## src/hw/rtl/va3_pkg.sv

```systemverilog
// Shared constants, types and saturation helper for the vector ALU.
`default_nettype none
package va3_pkg;

  localparam int WORD_BITS   = 32;
  localparam int FRAC_BITS   = 16;
  localparam int OP_BITS     = 4;
  localparam int NUM_LANES   = 3;
  localparam int PROD_BITS   = 2 * WORD_BITS;
  localparam int QUO_BITS    = WORD_BITS + FRAC_BITS;
  localparam int TERM_BITS   = PROD_BITS - FRAC_BITS + 1;
  localparam int SUM_BITS    = TERM_BITS + 1;
  localparam int SQRT_STAGES = WORD_BITS;
  localparam int DIV_STAGES  = QUO_BITS;
  localparam int PIPE_STAGES = 2 + SQRT_STAGES + DIV_STAGES;

  localparam int IN_RAW   = OP_BITS + 7 * WORD_BITS;
  localparam int IN_BITS  = ((IN_RAW + 7) / 8) * 8;
  localparam int OUT_RAW  = 4 * WORD_BITS + 2;
  localparam int OUT_BITS = ((OUT_RAW + 7) / 8) * 8;

  localparam logic [OP_BITS-1:0] OP_ADD   = OP_BITS'(0);
  localparam logic [OP_BITS-1:0] OP_SUB   = OP_BITS'(1);
  localparam logic [OP_BITS-1:0] OP_MUL   = OP_BITS'(2);
  localparam logic [OP_BITS-1:0] OP_DIV   = OP_BITS'(3);
  localparam logic [OP_BITS-1:0] OP_DOT   = OP_BITS'(4);
  localparam logic [OP_BITS-1:0] OP_CROSS = OP_BITS'(5);
  localparam logic [OP_BITS-1:0] OP_MIN   = OP_BITS'(6);
  localparam logic [OP_BITS-1:0] OP_MAX   = OP_BITS'(7);
  localparam logic [OP_BITS-1:0] OP_LEN   = OP_BITS'(8);
  localparam logic [OP_BITS-1:0] OP_NORM  = OP_BITS'(9);
  localparam logic [OP_BITS-1:0] OP_SCALE = OP_BITS'(10);

  typedef struct packed {
    logic [WORD_BITS-1:0] value;
    logic                 ov;
  } sat_t;

  typedef struct packed {
    logic [WORD_BITS-1:0] value;
    logic                 ov;
    logic                 dz;
  } lane_res_t;

  typedef struct packed {
    logic [OP_BITS-1:0]          op;
    logic signed [TERM_BITS-1:0] term;
    logic [WORD_BITS-1:0]        amag;
    logic                        aneg;
    logic [WORD_BITS-1:0]        bmag;
    logic                        bneg;
  } lane_st_t;

  typedef struct packed {
    logic [OP_BITS-1:0]          op;
    logic signed [TERM_BITS-1:0] term;
    logic                        qneg;
    logic                        dz;
    logic [WORD_BITS-1:0]        divisor;
    logic [WORD_BITS-1:0]        rem;
    logic [QUO_BITS-1:0]         numq;
  } div_st_t;

  function automatic sat_t sat_word(input logic signed [SUM_BITS-1:0] v);
    sat_t r;
    logic signed [SUM_BITS-1:0] hi;
    logic signed [SUM_BITS-1:0] lo;
    hi = {{(SUM_BITS-WORD_BITS+1){1'b0}}, {(WORD_BITS-1){1'b1}}};
    lo = ~hi;
    if (v > hi) begin
      r.value = {1'b0, {(WORD_BITS-1){1'b1}}};
      r.ov    = 1'b1;
    end else if (v < lo) begin
      r.value = {1'b1, {(WORD_BITS-1){1'b0}}};
      r.ov    = 1'b1;
    end else begin
      r.value = v[WORD_BITS-1:0];
      r.ov    = 1'b0;
    end
    return r;
  endfunction

endpackage
`default_nettype wire

```

## src/hw/rtl/va3_sqrt.sv

```systemverilog
// Pipelined integer square root, one root bit per stage.
`default_nettype none
module va3_sqrt (
  input  logic                           clk,
  input  logic                           en,
  input  logic [va3_pkg::PROD_BITS-1:0]  radicand,
  output logic [va3_pkg::WORD_BITS-1:0]  root
);
  import va3_pkg::*;

  localparam int RW = WORD_BITS + 2;

  logic [RW-1:0]        rem_r    [SQRT_STAGES];
  logic [WORD_BITS-1:0] root_r   [SQRT_STAGES];
  logic [PROD_BITS-1:0] nsh_r    [SQRT_STAGES];
  logic [RW-1:0]        rem_nxt  [SQRT_STAGES];
  logic [WORD_BITS-1:0] root_nxt [SQRT_STAGES];
  logic [PROD_BITS-1:0] nsh_nxt  [SQRT_STAGES];

  always_comb begin
    logic [RW-1:0]        rem_in;
    logic [WORD_BITS-1:0] root_in;
    logic [PROD_BITS-1:0] nsh_in;
    logic [RW+1:0]        r4;
    logic [RW+1:0]        trial;
    logic                 ge;
    for (int s = 0; s < SQRT_STAGES; s++) begin
      if (s == 0) begin
        rem_in  = '0;
        root_in = '0;
        nsh_in  = radicand;
      end else begin
        rem_in  = rem_r[s-1];
        root_in = root_r[s-1];
        nsh_in  = nsh_r[s-1];
      end
      // bring down the next two radicand bits, try root*4+1
      r4    = {rem_in, nsh_in[PROD_BITS-1 -: 2]};
      trial = {2'b00, root_in, 2'b01};
      ge    = (r4 >= trial);
      rem_nxt[s]  = ge ? RW'(r4 - trial) : RW'(r4);
      root_nxt[s] = {root_in[WORD_BITS-2:0], ge};
      nsh_nxt[s]  = {nsh_in[PROD_BITS-3:0], 2'b00};
    end
  end

  always_ff @(posedge clk) begin
    if (en) begin
      for (int s = 0; s < SQRT_STAGES; s++) begin
        rem_r[s]  <= rem_nxt[s];
        root_r[s] <= root_nxt[s];
        nsh_r[s]  <= nsh_nxt[s];
      end
    end
  end

  assign root = root_r[SQRT_STAGES-1];

endmodule
`default_nettype wire

```

## config.mk

```make
export PLATFORM = sky130hd
export DESIGN_NAME = va3_sqrt
export DESIGN_NICKNAME = d
export VERILOG_FILES = /design/src/hw/rtl/va3_pkg.sv /design/src/hw/rtl/va3_sqrt.sv
export SDC_FILE = /design/constraint.sdc
export NUM_CORES = 2
export LEC_CHECK = 0
export BUFFER_PORTS_ARGS = -buffer_cell sky130_fd_sc_hd__buf_2
export CAP_MARGIN = 20
export CORE_MARGIN = 4
export CORE_UTILIZATION = 25
export DETAILED_ROUTE_END_ITERATION = 8
export SETUP_SLACK_MARGIN = 0.3
export SLEW_MARGIN = 25
export SYNTH_ARGS = -nofsm -noshare
export SYNTH_HDL_FRONTEND = slang
export SYNTH_MEMORY_MAX_BITS = 65536
export SYNTH_SLANG_ARGS = --single-unit
```

## constraint.sdc

```tcl
create_clock -name clk -period 4.3 [get_ports clk]
set_clock_uncertainty 0.1 [all_clocks]
set_input_delay 0.86 -clock clk [delete_from_list [all_inputs] [get_ports clk]]
set_output_delay 0.86 -clock clk [all_outputs]
set_load 0.05 [all_outputs]
```

==> impl_results.md <==
- CTS Root Cell: clkbuf_16
- Via-to-Cell Ratio: around 4.4
- GPL Wtd Cong: 0.880
- Clock Sinks: around 2500
- Reg2reg start: rem_r[0][260]
- Hold depth: 2
- Arr. time, crit path: ~4.4 ns
- Row Count: between 200 and 300
- Htree depth: 5
- Library cells used by synthesis: 90
- Worst reg2reg setup slack: 0.43 ns
- Core Box Area: between 400000 and 500000 um2
- Global Route Usage Sum: 9.31%
- Layout cell share with drive strength beyond 1: 8.41%
- Kind of end point of the critical path: flop
- F_max: about 0.26 GHz
- Post-layout util: ~29%
- Initial Util: around 25%
- Routed vias: roughly 70000
- Synth Warn #: 0
- Max Cap Viol: 0
- Final setup TNS: 0 ns
- Die Footprint: 483000 um2
- Status: finished clean
- Sequential cell area: 75800 um2
- Die width: 695 um
- Post-synth EDFFs: approximately 2500
- Max-slew headroom: 34.6%
- Synth Net Count: 9791
- Largest net degree at the start of global routing: about 150
- Synthesized area: 118000 um2
- Clock latency on the worst-skew pair: just over 0.9 ns
- Critical Path RT: about 4.8 ns
- Primary FF master, synth: edfxtp_1
- Final Critical Period: approximately 3.9 ns
- Total gr overflow: 0
- Vias in the first global route: 69700
- Worst Path Max Fanout: 6
- P&R area growth vs syn: 16.1%
- CTS tree: built
- Slew Limit Fails: 0
- Hold_sp: radicand[63]
- Post-synthesis sequential area ratio: between 60% and 70%
- Critical path class: reg2reg
- Seq cells post-synth: 2523
- Synth top area share: 64.3%
- Fillcell total: roughly 47000
- First-pass GRT wire length: 371000 um
- Pwr dens: roughly 520 nW/um2
- Setup violators final: 0
- Worst Hold Class: in2reg
- Drt first pass iters: 6
- Worst-Margin Slew: 0.972 ns
- Clock tree buffer depth: 4
- Drc violations: 0
- Die height: between 600 and 700 um
- Hold Fails Final Rpt: 0
- Syn avg cell area: 12.9 um2
- Clock slew at reported path FFs: about 0.06 ns
- Worst setup SP type: flop
- Hold Path End: root_r[0][0]
- Peak VDD IR: 0.537 mV
- CTS Buf Count: slightly below 300
- Yosys top cell by area: edfxtp_1
- Fraction of registers with async set/reset: 0%
- DR iter-0 viols: roughly 4400
- Period utilization: 89.9%
- Synthesized instance count: between 9000 and 10000
- Leakage power: 50.9 nW
- RSZ-0062 raised after global routing: false
- Multi-input gate area: a little under 40000 um2
- Commonest cells post-synth: edfxtp_1 (2523), inv_1 (706), a21oi_1 (648), nor2_1 (646), nand2_1 (579)
- WL per Instance: ~15 um
- Antenna viol nets, final: 0
- Path depth of the worst reg2reg path: 9
- WL final: around 230000 um
- Nets: 10200
- Most common cell in the synthesized netlist: edfxtp_1
- Port bufs: 97
- I/O Pins: slightly below 100
- Worst R2R End: rem_r[0][302]
- Synth area leaders: edfxtp_1 (64%), ha_1 (6.0%), xnor2_1 (3.2%)
- Detailed Place HPWL: between 150000 and 200000 um
- Initial antenna violation count: 6
[final cells by class]
| class | count | area share, % |
|---|---|---|
| Clock inverter | 171 | 1.41 |
| Antenna cell | 2 | 0.00366 |
| Timing Repair Buffer | 272 | 1.70 |
| Sequential cell | 2523 | 55.3 |
| Tap cell | 6198 | 5.66 |
| Inverter | 709 | 1.94 |
| Clock buffer | 352 | 5.55 |
| Multi-Input combinational cell | 5735 | 28.4 |
[worst max path at each step]
| stage | from | endpoint | slack, ns | cells past startpoint |
|---|---|---|---|---|
| CTS | rem_r[0][154] | rem_r[0][189] | 0.34 | 10 |
| finish | rem_r[0][260] | rem_r[0][302] | 0.43 | 9 |
| detailed placement | root_r[1][310] | rem_r[1][371] | 0.35 | 10 |
| global route | rem_r[0][260] | rem_r[0][287] | 0.30 | 8 |
| floorplan | rem_r[0][260] | rem_r[0][302] | 0.64 | 11 |
| global placement | root_r[1][310] | rem_r[1][373] | 0.30 | 10 |
[where the power goes]
group | internal, mW | switching, mW
clock network | 14.6 | 9.92
registers | 31.1 | 1.89
logic | 6.03 | 8.19
[metal layers]
| metal | wire length [um] | GRT usage, % | share of wire [%] |
|---|---|---|---|
| met1 | 96400 | 10.8 | 42 |
| met5 | 0 | 0 | 0 |
| met3 | 8490 | 1.47 | 3.7 |
| met2 | 117000 | 16.9 | 50 |
| met4 | 10200 | 4.00 | 4.4 |
[repair_timing]
action | 4_1_cts | 5_1_grt
hold endpoints to repair | 57 | 0
endpoints found under the setup margin | 0 | 53
hold buffers | 57 | 0
gates resized for setup | 0 | 14
setup buffers | 0 | 1
[cells in the final DEF, fill, tap and decap left out, drive strengths merged, types with 18 or more instances in the layout]
master and instances:
dlygate4sd3 57, nor4 117, xor2 422, clkinv 109, a31oi 35, o21ai 393, nand3b 23, and2 21
bufinv 32, ha 562, mux2 86, a21o 209, or2 40, inv 725, edfxtp 2523, clkbuf 352
or3 99, xnor2 426, o21bai 56, nor2 647, a2111oi 18, a211oi 60, nand3 171, o21a 93
nor3b 20, nor2b 66, a21oi 648, nand2 580, o31ai 50, nor3 233, buf 215, o2111ai 18
nand4 101, and3 57, nand2b 120, o211ai 45, or4 55
[registers in the layout (all words and copies together) (netlist names)]
name	flops
rem_r	1003
nsh_r	992
root_r	528
[worst max-delay path: stages, from the launching register on]
cell and delay [ns]:
edfxtp_1 0.41, or4_1 0.60, or3_4 0.37, or4_1 0.46, or3_1 0.36, or4_1 0.57, or3b_1 0.30, or2_4 0.19
nor4_1 0.06, xor2_1 0.15
[stage by stage]
stage	std cells	setup slack [ns]	total power, mW	hold slack, ns	area, um2
global route	16000	0.304	75.7	0.0531	137000
global placement	15400	0.296	47.4	0.301	127000
finish	16000	0.433	71.7	0.130	137000
detailed placement	15400	0.352	47.6	0.305	127000
CTS	16000	0.341	72.7	0.0192	137000
floorplan	9163	0.643	43.2	0.300	118000
[logic make-up after synthesis]
family / count (synthesis) / share of synthesized area, %
muxes: 93 / 0.881
other: 1 / 0.00318
and+or+nand+nor: 2413 / 10.1
xor gates and xnor gates: 848 / 6.30
adders and majority gates: 562 / 5.97
AOI/OAI and AO/OA: 1818 / 9.58
buffers and inverters: 905 / 2.92
DFF: 2523 / 64.3
No activity file was read; power rests on OpenSTA's default activity.
